`config.mk`:
```
export PLATFORM = sky130hd
export DESIGN_NAME = dedup_fifo_queue_top
export DESIGN_NICKNAME = d
export VERILOG_FILES = /design/src/rtl/dfq_pkg.sv /design/src/rtl/dfq_mem.sv /design/src/rtl/dfq_ctrl.sv /design/src/rtl/dedup_fifo_queue_top.sv
export SDC_FILE = /design/constraint.sdc
export NUM_CORES = 1
export LEC_CHECK = 0
export BUFFER_PORTS_ARGS = -buffer_cell sky130_fd_sc_hd__buf_2
export CAP_MARGIN = 5
export CELL_PAD_IN_SITES_DETAIL_PLACEMENT = 1
export CELL_PAD_IN_SITES_GLOBAL_PLACEMENT = 2
export CORE_ASPECT_RATIO = 0.7
export CORE_MARGIN = 8
export CORE_UTILIZATION = 49
export CTS_BUF_LIST = sky130_fd_sc_hd__clkbuf_8 sky130_fd_sc_hd__clkbuf_16
export CTS_CLUSTER_SIZE = 28
export DETAILED_ROUTE_END_ITERATION = 10
export PLACE_DENSITY_LB_ADDON = 0.1
export SLEW_MARGIN = 10
export SYNTH_ARGS = -nofsm -noshare
export SYNTH_HDL_FRONTEND = slang
export SYNTH_SLANG_ARGS = --single-unit
```
`constraint.sdc`:
```
create_clock -name aclk -period 13.2 [get_ports aclk]
set_clock_uncertainty 0.2 [all_clocks]
set_input_delay 1.32 -clock aclk [delete_from_list [all_inputs] [get_ports aclk]]
set_output_delay 1.32 -clock aclk [all_outputs]
set_load 0.1 [all_outputs]
```
`src/rtl/dfq_pkg.sv`:
```
// dfq_pkg: shared constants and types for the duplicate-rejecting queue
// request codes, status codes and the result word layout
// no dependencies
package dfq_pkg;

    // default number of queue entries
    localparam int DEPTH_DEF = 16;

    // field widths fixed by the interface
    localparam int REQ_W    = 3;
    localparam int VALUE_W  = 32;
    localparam int POS_W    = 8;
    localparam int STATUS_W = 3;
    localparam int COUNT_W  = 9;

    // request codes
    localparam logic [REQ_W-1:0] REQ_INSERT    = 3'd0;
    localparam logic [REQ_W-1:0] REQ_POP_TAIL  = 3'd1;
    localparam logic [REQ_W-1:0] REQ_REMOVE    = 3'd2;
    localparam logic [REQ_W-1:0] REQ_CONTAINS  = 3'd3;
    localparam logic [REQ_W-1:0] REQ_READ_AT   = 3'd4;
    localparam logic [REQ_W-1:0] REQ_PEEK_TAIL = 3'd5;

    // status codes
    localparam logic [STATUS_W-1:0] STAT_OK     = 3'd0;
    localparam logic [STATUS_W-1:0] STAT_DUP    = 3'd1;
    localparam logic [STATUS_W-1:0] STAT_ABSENT = 3'd2;
    localparam logic [STATUS_W-1:0] STAT_ERR    = 3'd3;
    localparam logic [STATUS_W-1:0] STAT_FULL   = 3'd4;

    // one result word, packed lowest field last
    typedef struct packed {
        logic [COUNT_W-1:0]  entry_count;
        logic [STATUS_W-1:0] status;
        logic                found;
        logic [VALUE_W-1:0]  read_value;
    } res_t;

endpackage

```
`src/rtl/dfq_mem.sv`:
```
// dfq_mem: entry store, one write port and one read port
// read data registered; no reset on the contents
// depends on nothing
module dfq_mem #(
    parameter int DEPTH = 16,
    parameter int AW    = 4,
    parameter int DW    = 32
) (
    input  logic          aclk,
    input  logic          we,
    input  logic [AW-1:0] waddr,
    input  logic [DW-1:0] wdata,
    input  logic [AW-1:0] raddr,
    output logic [DW-1:0] rdata
);

    logic [DW-1:0] mem [DEPTH];
    logic [DW-1:0] rdata_reg;

    // write port and registered read port
    always_ff @(posedge aclk) begin
        if (we) begin
            mem[waddr] <= wdata;
        end
        rdata_reg <= mem[raddr];
    end

    assign rdata = rdata_reg;

endmodule

```
`src/rtl/dfq_ctrl.sv`:
```
// dfq_ctrl: request sequencer for the duplicate-rejecting queue
// keeps head pointer and count, scans and shifts the entry store word by word
// depends on dfq_pkg; drives the ports of dfq_mem
module dfq_ctrl #(
    parameter int DEPTH = dfq_pkg::DEPTH_DEF,
    parameter int IW    = $clog2(DEPTH),
    parameter int CW    = $clog2(DEPTH + 1)
) (
    input  logic                         aclk,
    input  logic                         aresetn,
    // request side
    input  logic                         in_valid,
    output logic                         in_ready,
    input  logic [dfq_pkg::REQ_W-1:0]    in_req,
    input  logic [dfq_pkg::VALUE_W-1:0]  in_value,
    input  logic [dfq_pkg::POS_W-1:0]    in_pos,
    // result side
    output logic                         res_valid,
    input  logic                         res_ready,
    output dfq_pkg::res_t                res,
    // entry store
    output logic                         mem_we,
    output logic [IW-1:0]                mem_waddr,
    output logic [dfq_pkg::VALUE_W-1:0]  mem_wdata,
    output logic [IW-1:0]                mem_raddr,
    input  logic [dfq_pkg::VALUE_W-1:0]  mem_rdata
);
    import dfq_pkg::*;

    localparam logic [CW:0]   DEPTH_X = (CW + 1)'(DEPTH);
    localparam logic [CW-1:0] DEPTH_C = CW'(DEPTH);
    localparam logic [IW-1:0] LAST_SLOT = IW'(DEPTH - 1);

    typedef enum logic [4:0] {
        S_IDLE   = 5'b00001,
        S_SCAN   = 5'b00010,
        S_SHIFT  = 5'b00100,
        S_RDWAIT = 5'b01000,
        S_DONE   = 5'b10000
    } state_t;

    state_t               state_reg, state_next;
    logic [REQ_W-1:0]     req_reg, req_next;
    logic [VALUE_W-1:0]   val_reg, val_next;
    logic [CW-1:0]        count_reg, count_next;
    logic [IW-1:0]        head_reg, head_next;
    logic [CW-1:0]        idx_reg, idx_next;
    logic                 pend_reg, pend_next;
    logic [CW-1:0]        pidx_reg, pidx_next;
    logic [VALUE_W-1:0]   rd_val_reg, rd_val_next;
    logic                 found_reg, found_next;
    logic [STATUS_W-1:0]  status_reg, status_next;

    logic                 issue;
    logic                 hit;
    logic [IW-1:0]        new_head;

    // logical position from the head to a slot of the circular store
    function automatic logic [IW-1:0] phys(input logic [IW-1:0] hd,
                                           input logic [CW-1:0] i);
        logic [CW:0] sum;
        sum = (CW + 1)'(hd) + (CW + 1)'(i);
        if (sum >= DEPTH_X) begin
            sum = sum - DEPTH_X;
        end
        return sum[IW-1:0];
    endfunction

    assign issue    = (idx_reg < count_reg);
    assign hit      = pend_reg && (mem_rdata == val_reg);
    assign new_head = (head_reg == '0) ? LAST_SLOT : head_reg - 1'b1;

    // sequencer
    always_comb begin
        state_next  = state_reg;
        req_next    = req_reg;
        val_next    = val_reg;
        count_next  = count_reg;
        head_next   = head_reg;
        idx_next    = idx_reg;
        pend_next   = 1'b0;
        pidx_next   = pidx_reg;
        rd_val_next = rd_val_reg;
        found_next  = found_reg;
        status_next = status_reg;
        mem_we      = 1'b0;
        mem_waddr   = head_reg;
        mem_wdata   = val_reg;
        mem_raddr   = head_reg;

        unique case (state_reg)
            S_IDLE: begin
                if (in_valid) begin
                    req_next    = in_req;
                    val_next    = in_value;
                    idx_next    = '0;
                    rd_val_next = '0;
                    found_next  = 1'b0;
                    status_next = STAT_OK;
                    unique case (in_req)
                        REQ_INSERT, REQ_REMOVE, REQ_CONTAINS: begin
                            state_next = S_SCAN;
                        end
                        REQ_POP_TAIL, REQ_PEEK_TAIL: begin
                            if (count_reg == '0) begin
                                status_next = STAT_ERR;
                                state_next  = S_DONE;
                            end else begin
                                mem_raddr  = phys(head_reg, count_reg - 1'b1);
                                state_next = S_RDWAIT;
                            end
                        end
                        REQ_READ_AT: begin
                            if (COUNT_W'(in_pos) < COUNT_W'(count_reg)) begin
                                mem_raddr  = phys(head_reg, CW'(in_pos));
                                state_next = S_RDWAIT;
                            end else begin
                                status_next = STAT_ERR;
                                state_next  = S_DONE;
                            end
                        end
                        default: begin
                            state_next = S_DONE;
                        end
                    endcase
                end
            end

            // one read issued and one compared per cycle
            S_SCAN: begin
                if (issue) begin
                    mem_raddr = phys(head_reg, idx_reg);
                    idx_next  = idx_reg + 1'b1;
                    pend_next = 1'b1;
                    pidx_next = idx_reg;
                end
                if (hit) begin
                    pend_next = 1'b0;
                    if (req_reg == REQ_INSERT) begin
                        status_next = STAT_DUP;
                        state_next  = S_DONE;
                    end else if (req_reg == REQ_CONTAINS) begin
                        found_next = 1'b1;
                        state_next = S_DONE;
                    end else begin
                        found_next = 1'b1;
                        if (pidx_reg + 1'b1 < count_reg) begin
                            idx_next   = pidx_reg + 1'b1;
                            state_next = S_SHIFT;
                        end else begin
                            count_next = count_reg - 1'b1;
                            state_next = S_DONE;
                        end
                    end
                end else if (!issue) begin
                    // every held entry compared, no match
                    state_next = S_DONE;
                    if (req_reg == REQ_INSERT) begin
                        if (count_reg == DEPTH_C) begin
                            status_next = STAT_FULL;
                        end else begin
                            mem_we     = 1'b1;
                            mem_waddr  = new_head;
                            mem_wdata  = val_reg;
                            head_next  = new_head;
                            count_next = count_reg + 1'b1;
                        end
                    end else begin
                        status_next = STAT_ABSENT;
                    end
                end
            end

            // close the gap: read entry i+1, write it to i in the following cycle
            S_SHIFT: begin
                if (issue) begin
                    mem_raddr = phys(head_reg, idx_reg);
                    idx_next  = idx_reg + 1'b1;
                    pend_next = 1'b1;
                    pidx_next = idx_reg - 1'b1;
                end
                if (pend_reg) begin
                    mem_we    = 1'b1;
                    mem_waddr = phys(head_reg, pidx_reg);
                    mem_wdata = mem_rdata;
                end
                if (!issue) begin
                    count_next = count_reg - 1'b1;
                    state_next = S_DONE;
                end
            end

            S_RDWAIT: begin
                rd_val_next = mem_rdata;
                if (req_reg == REQ_POP_TAIL) begin
                    count_next = count_reg - 1'b1;
                end
                state_next = S_DONE;
            end

            S_DONE: begin
                if (res_ready) begin
                    state_next = S_IDLE;
                end
            end

            default: begin
                state_next = S_IDLE;
            end
        endcase
    end

    // control state
    always_ff @(posedge aclk) begin
        if (!aresetn) begin
            state_reg <= S_IDLE;
            count_reg <= '0;
            head_reg  <= '0;
            pend_reg  <= 1'b0;
        end else begin
            state_reg <= state_next;
            count_reg <= count_next;
            head_reg  <= head_next;
            pend_reg  <= pend_next;
        end
    end

    // request and result payload
    always_ff @(posedge aclk) begin
        req_reg    <= req_next;
        val_reg    <= val_next;
        idx_reg    <= idx_next;
        pidx_reg   <= pidx_next;
        rd_val_reg <= rd_val_next;
        found_reg  <= found_next;
        status_reg <= status_next;
    end

    assign in_ready  = (state_reg == S_IDLE);
    assign res_valid = (state_reg == S_DONE);
    assign res.read_value  = rd_val_reg;
    assign res.found       = found_reg;
    assign res.status      = status_reg;
    assign res.entry_count = COUNT_W'(count_reg);

    // checks
    a_count_bound: assert property (@(posedge aclk) disable iff (!aresetn)
        count_reg <= DEPTH_C)
        else $error("entry count beyond depth");

    a_no_overlap: assert property (@(posedge aclk) disable iff (!aresetn)
        in_ready |-> !res_valid)
        else $error("request taken while a result is pending");

    a_one_step: assert property (@(posedge aclk) disable iff (!aresetn)
        in_valid && in_ready |=> !in_ready)
        else $error("second request taken back to back");

    a_count_delta: assert property (@(posedge aclk) disable iff (!aresetn)
        1'b1 |=> (count_reg == $past(count_reg)) ||
                 (count_reg == $past(count_reg) + 1'b1) ||
                 (count_reg == $past(count_reg) - 1'b1))
        else $error("count moved by more than one");

    a_write_window: assert property (@(posedge aclk) disable iff (!aresetn)
        mem_we |-> (state_reg == S_SCAN) || (state_reg == S_SHIFT))
        else $error("store written outside insert or shift");

    a_result_hold: assert property (@(posedge aclk) disable iff (!aresetn)
        res_valid && !res_ready |=> res_valid && $stable(res))
        else $error("pending result changed");

endmodule

```
`src/rtl/dedup_fifo_queue_top.sv`:
```
// dedup_fifo_queue_top: ordered queue of unique 32-bit values, stream ports
// instantiates dfq_ctrl and dfq_mem and holds the result output register
// depends on dfq_pkg, dfq_ctrl and dfq_mem
//
// Requests arrive on the s_ channel, one result word per request leaves on
// the m_ channel in request order. s_tuser carries the request kind
// (insert at head, remove tail, remove value, contains, read at position,
// peek tail), s_tdata the value and position.
// Entries live in a circular single-port-read memory; the head pointer moves
// on insert so no data is shifted there.
// Remove tail, peek tail and read-at fetch the entry through the read port
// before the result is ready; unused kinds and failures on an empty queue or
// a bad position go straight to the result. Insert, contains and remove value
// compare one entry per cycle through the read port and stop at the first
// match; a remove that hits entry k then moves the older entries up one by
// one to close the gap.
// One request at a time; the next is taken once its result sits in the output register.
// Reset empties the queue at once; memory contents need no clearing.
// While m_tready is low one result waits in the output register and the
// sequencer holds the next finished result, so nothing is lost.
module dedup_fifo_queue_top #(
    parameter int DEPTH = dfq_pkg::DEPTH_DEF
) (
    input  logic        aclk,
    input  logic        aresetn,
    // request channel
    input  logic        s_tvalid,
    output logic        s_tready,
    input  logic [39:0] s_tdata,   // value[31:0], position[39:32]
    input  logic [2:0]  s_tuser,   // req_type[2:0]
    // result channel
    output logic        m_tvalid,
    input  logic        m_tready,
    output logic [47:0] m_tdata    // read_value[31:0], found[32], status[35:33],
                                   // entry_count[44:36], zero[47:45]
);
    import dfq_pkg::*;

    localparam int IW = $clog2(DEPTH);
    localparam int CW = $clog2(DEPTH + 1);

    logic                res_valid;
    logic                res_ready;
    res_t                res;
    logic                mem_we;
    logic [IW-1:0]       mem_waddr;
    logic [VALUE_W-1:0]  mem_wdata;
    logic [IW-1:0]       mem_raddr;
    logic [VALUE_W-1:0]  mem_rdata;

    logic                out_valid_reg;
    res_t                out_data_reg;

    dfq_ctrl #(
        .DEPTH (DEPTH),
        .IW    (IW),
        .CW    (CW)
    ) u_ctrl (
        .aclk      (aclk),
        .aresetn   (aresetn),
        .in_valid  (s_tvalid),
        .in_ready  (s_tready),
        .in_req    (s_tuser),
        .in_value  (s_tdata[31:0]),
        .in_pos    (s_tdata[39:32]),
        .res_valid (res_valid),
        .res_ready (res_ready),
        .res       (res),
        .mem_we    (mem_we),
        .mem_waddr (mem_waddr),
        .mem_wdata (mem_wdata),
        .mem_raddr (mem_raddr),
        .mem_rdata (mem_rdata)
    );

    dfq_mem #(
        .DEPTH (DEPTH),
        .AW    (IW),
        .DW    (VALUE_W)
    ) u_mem (
        .aclk  (aclk),
        .we    (mem_we),
        .waddr (mem_waddr),
        .wdata (mem_wdata),
        .raddr (mem_raddr),
        .rdata (mem_rdata)
    );

    // output register, refilled in the cycle its word is taken
    assign res_ready = !out_valid_reg || m_tready;

    always_ff @(posedge aclk) begin
        if (!aresetn) begin
            out_valid_reg <= 1'b0;
        end else if (res_ready) begin
            out_valid_reg <= res_valid;
        end
    end

    always_ff @(posedge aclk) begin
        if (res_ready && res_valid) begin
            out_data_reg <= res;
        end
    end

    assign m_tvalid = out_valid_reg;
    assign m_tdata  = {3'b000, out_data_reg};

endmodule
```
==> flow_metrics.env <==
export IMPL_grt_util_met2_pct=36.60
export IMPL_post_route_min_period_ps=5548
export IMPL_worstPathCellList="buf_2 -> ha_1 -> or3b_1 -> a211oi_2 -> o21a_2 -> a211oi_4 -> buf_4 -> nor3_4 -> buf_4 -> buf_4 -> mux2_2 -> o221ai_1 -> o22ai_1"
export IMPL_total_leakage_power_uw=0.01138
export IMPL_rows=73
export IMPL_timing_critical_path_fanout_max=74
export IMPL_worstPathBufferInverterCount=4
export IMPL_setup_viol=0
export IMPL_hpwl_um=43840
export IMPL_cts_htree_levels=3
export IMPL_synth_sequential_area_ratio_pct=71.01
export IMPL_ctsResizeCount=0
export IMPL_drt_total_wl_um=80060
export IMPL_critPathRequiredTime_ps=13430
export IMPL_synthesis_instances=1857
export IMPL_grt_setup_unrepaired="no"
export IMPL_drive_gt1_share_pct=18.53
export IMPL_dr_pass1_iters=5
export IMPL_die_height_um=216.6
export IMPL_grt_antenna_before_repair=1
export IMPL_timing_max_cap_violations=0
export IMPL_finalSetupTns_ps=0
export IMPL_critical_path_class="primary input to flop"
export IMPL_route_detailed_vias_per_inst=6.260
export IMPL_top_register="u_mem.mem"
export IMPL_yosys_cell_types_count=75
export IMPL_cts_reportedPaths_clkPinSlew_ps=60
export IMPL_cts_inserted_buffers=67
export IMPL_type_of_the_tightest_min_delay_check="flop to flop"
export IMPL_worst_vdd_drop_mv=0.1017
export IMPL_clockBufferDepth=3
export IMPL_grt_overflow_total=0
export IMPL_design_die_area_um2=65530
export IMPL_cts_repair_timing_setup_buffer_count=0
export IMPL_synth_warnings=0
export IMPL_ys_dominant_reg_cell="sky130_fd_sc_hd__edfxtp_1"
export IMPL_ys_async_sr_fraction_pct=0
export IMPL_timing_fmax_ghz=0.1803
export IMPL_detail_route_antenna_nets=0
export IMPL_route_vias_total=17160
export IMPL_grt_start_max_net_pins=78
export IMPL_port_buffer_count=89
export IMPL_synth_edf_count=634
export IMPL_final_design_area_no_fill_um2=31700
export IMPL_antenna_diode_count=0
export IMPL_placedInstanceArea_um2=29580
export IMPL_drc_errors=0
export IMPL_worstSkewPairLatency_ps=600
export IMPL_chipWidth_um=302.6
export IMPL_core_um2=56810
export IMPL_highest_utilization_routing_layer_at_the_global_route_stage="met2"
export IMPL_critical_path_top_delay_family="buffers and inverters"
export IMPL_grt_usage_pct=24.14
export IMPL_crit_path_frequent_cell="sky130_fd_sc_hd__buf_4"
export IMPL_via_count_of_the_first_global_routing_pass=17605
export IMPL_holdBufCountCts=0
export IMPL_layout_worst_path_cycle_share_pct=42.03
export IMPL_gp_congestion=0.7984
export IMPL_clock_tree_from_tritoncts="built"
export IMPL_finalNetCount=2024
export IMPL_critPathArrivalTime_ps=5770
export IMPL_cpMaxStageDelayCell="sky130_fd_sc_hd__buf_4"
export IMPL_grt_util_met1_pct=35.65
export IMPL_setup_worst_path_end_class="flop"
export IMPL_ys_ff_latch=682
export IMPL_initial_utilization_pct=49.58
export IMPL_clock_sinks=682
export IMPL_cell_area_after_technology_mapping_um2=28170
export IMPL_timing_final_max_slew_violations=0
export IMPL_postLayoutCoreUtil_pct=55.80
export IMPL_synthToLayoutAreaGrowth_pct=12.56
export IMPL_drt_initial_drc_count=1462
export IMPL_synthesis_area_per_instance_um2=15.17
export IMPL_pwr_density_cell_nw_per_um2=150.3
export IMPL_relSlewSlack_pct=23.31
export IMPL_outcome="completed"
export IMPL_i_o_pin_count=97
export IMPL_wl_per_cell_um=29.21
export IMPL_worst_pin_slew_ps=1150
export IMPL_largest_register_ffs=512
export IMPL_max_stage_delay_ps=820
export IMPL_cts_root_buffer_type="sky130_fd_sc_hd__clkbuf_16"
export IMPL_startpoint_type="primary input"
export IMPL_use_met3_pct=4.262
export IMPL_grt_first_pass_wirelength_um=117300
export IMPL_final_hold_violation_count=0
-- per-stage QoR --
step | hold slack (ps) | setup WS, ps | instances | power [uW]
6_report | 200.8 | 7652 | 2741 | 4765
5_1_grt | 207.8 | 7335 | 2741 | 4914
4_1_cts | 205.5 | 7734 | 2741 | 4807
3_5_place_dp | 205.9 | 7095 | 2622 | 2941
3_3_place_gp | 201.5 | 7198 | 2622 | 2931
2_1_floorplan | 200.3 | 8668 | 1863 | 2777
-- cell usage in the layout (no fill, tap or decap), types with 13 or more instances in the layout --
master	synthesis	final
sky130_fd_sc_hd__edfxtp_1	634	634
sky130_fd_sc_hd__nand2_1	189	186
sky130_fd_sc_hd__buf_2	23	89
sky130_fd_sc_hd__inv_1	57	71
sky130_fd_sc_hd__clkbuf_16	0	68
sky130_fd_sc_hd__mux2i_1	67	67
sky130_fd_sc_hd__mux2_2	66	66
sky130_fd_sc_hd__and3_1	65	65
sky130_fd_sc_hd__a221oi_1	63	63
sky130_fd_sc_hd__nand3_1	49	48
sky130_fd_sc_hd__dfxtp_1	48	48
sky130_fd_sc_hd__xnor2_1	41	41
sky130_fd_sc_hd__buf_4	12	38
sky130_fd_sc_hd__o22ai_1	36	36
sky130_fd_sc_hd__and2_1	36	36
sky130_fd_sc_hd__o221ai_1	35	35
sky130_fd_sc_hd__o221a_2	34	34
sky130_fd_sc_hd__a32o_1	32	32
sky130_fd_sc_hd__a2111o_1	32	32
sky130_fd_sc_hd__ha_1	32	32
sky130_fd_sc_hd__nor2_1	43	26
sky130_fd_sc_hd__a21oi_1	23	23
sky130_fd_sc_hd__o21ai_0	19	19
sky130_fd_sc_hd__nor2_4	0	17
sky130_fd_sc_hd__xor2_1	15	15
sky130_fd_sc_hd__nand2b_1	13	13
-- layout make-up --
class | instances | area, um^2
tap | 750 | 938.4
fill | 5285 | 25110
clock inverter | 48 | 377.9
sequential | 682 | 20000
timing repair buffer | 127 | 730.7
multi-input combinational | 1004 | 7692
inverter | 59 | 221.5
clock buffer | 71 | 1743
-- cell families (layout without fill, tap and decap cells) --
logic type | count (synthesis) | after routing | share of synthesized area [%]
compound gates | 325 | 325 | 10.00
xor+xnor | 56 | 56 | 1.741
fa+ha+maj | 36 | 36 | 1.706
buf+inv | 177 | 305 | 2.621
flops | 682 | 682 | 71.01
mux | 133 | 133 | 5.020
other cells | 1 | 7 | 0.01331
simple gates | 447 | 447 | 7.894
-- synth_stat cells, types with 4 or more instances --
cell,instances,area share (%)
sky130_fd_sc_hd__a2111o_1,32,1.3
sky130_fd_sc_hd__a211oi_1,5,0.13
sky130_fd_sc_hd__a21o_1,5,0.13
sky130_fd_sc_hd__a21oi_1,23,0.41
sky130_fd_sc_hd__a221oi_1,63,2.0
sky130_fd_sc_hd__a31oi_1,6,0.13
sky130_fd_sc_hd__a32o_1,32,1.1
sky130_fd_sc_hd__and2_1,36,0.80
sky130_fd_sc_hd__and3_1,65,1.4
sky130_fd_sc_hd__buf_2,23,0.41
sky130_fd_sc_hd__buf_4,12,0.32
sky130_fd_sc_hd__clkbuf_1,80,1.1
sky130_fd_sc_hd__dfxtp_1,48,3.4
sky130_fd_sc_hd__edfxtp_1,634,68
sky130_fd_sc_hd__fa_1,4,0.28
sky130_fd_sc_hd__ha_1,32,1.4
sky130_fd_sc_hd__inv_1,57,0.76
sky130_fd_sc_hd__mux2_2,66,2.6
sky130_fd_sc_hd__mux2i_1,67,2.4
sky130_fd_sc_hd__nand2_1,189,2.5
sky130_fd_sc_hd__nand2b_1,13,0.29
sky130_fd_sc_hd__nand3_1,49,0.87
sky130_fd_sc_hd__nand4_1,10,0.22
sky130_fd_sc_hd__nor2_1,43,0.57
sky130_fd_sc_hd__nor2b_1,4,0.089
sky130_fd_sc_hd__nor3_1,8,0.14
sky130_fd_sc_hd__nor4_1,4,0.089
sky130_fd_sc_hd__o21a_1,4,0.11
sky130_fd_sc_hd__o21ai_0,19,0.34
sky130_fd_sc_hd__o221a_2,34,1.4
sky130_fd_sc_hd__o221ai_1,35,1.1
sky130_fd_sc_hd__o22ai_1,36,0.80
sky130_fd_sc_hd__or3_1,5,0.11
sky130_fd_sc_hd__xnor2_1,41,1.3
sky130_fd_sc_hd__xor2_1,15,0.47
-- final timing paths --
kind,endpoint,startpoint,depth (start not counted),slack (ps)
hold reg to reg,m_tdata[12],u_ctrl.rd_val_reg[12],0,200
setup reg to reg,u_mem.rdata[26],u_ctrl.count_reg[2],14,7680
hold / removal,m_tdata[12],u_ctrl.rd_val_reg[12],0,200
setup / recovery,u_mem.rdata[26],s_tdata[33],13,7650
-- per-layer routing --
metal | share of wire [%] | vias to the layer above
li1 | - | 7448
met1 | 46 | 9008
met2 | 45 | 571
met3 | 6.3 | 131
met4 | 2.4 | 2
met5 | 0.014 | -
-- power by group --
group	internal, uW	switching (uW)	leakage [uW]	total (uW)
clock	1070	798	0.00110	1870
combinational	93.7	274	0.00412	368
sequential	2470	56.2	0.00616	2530
total	3640	1130	0.0114	4770
(Power assumes the default switching activity.)
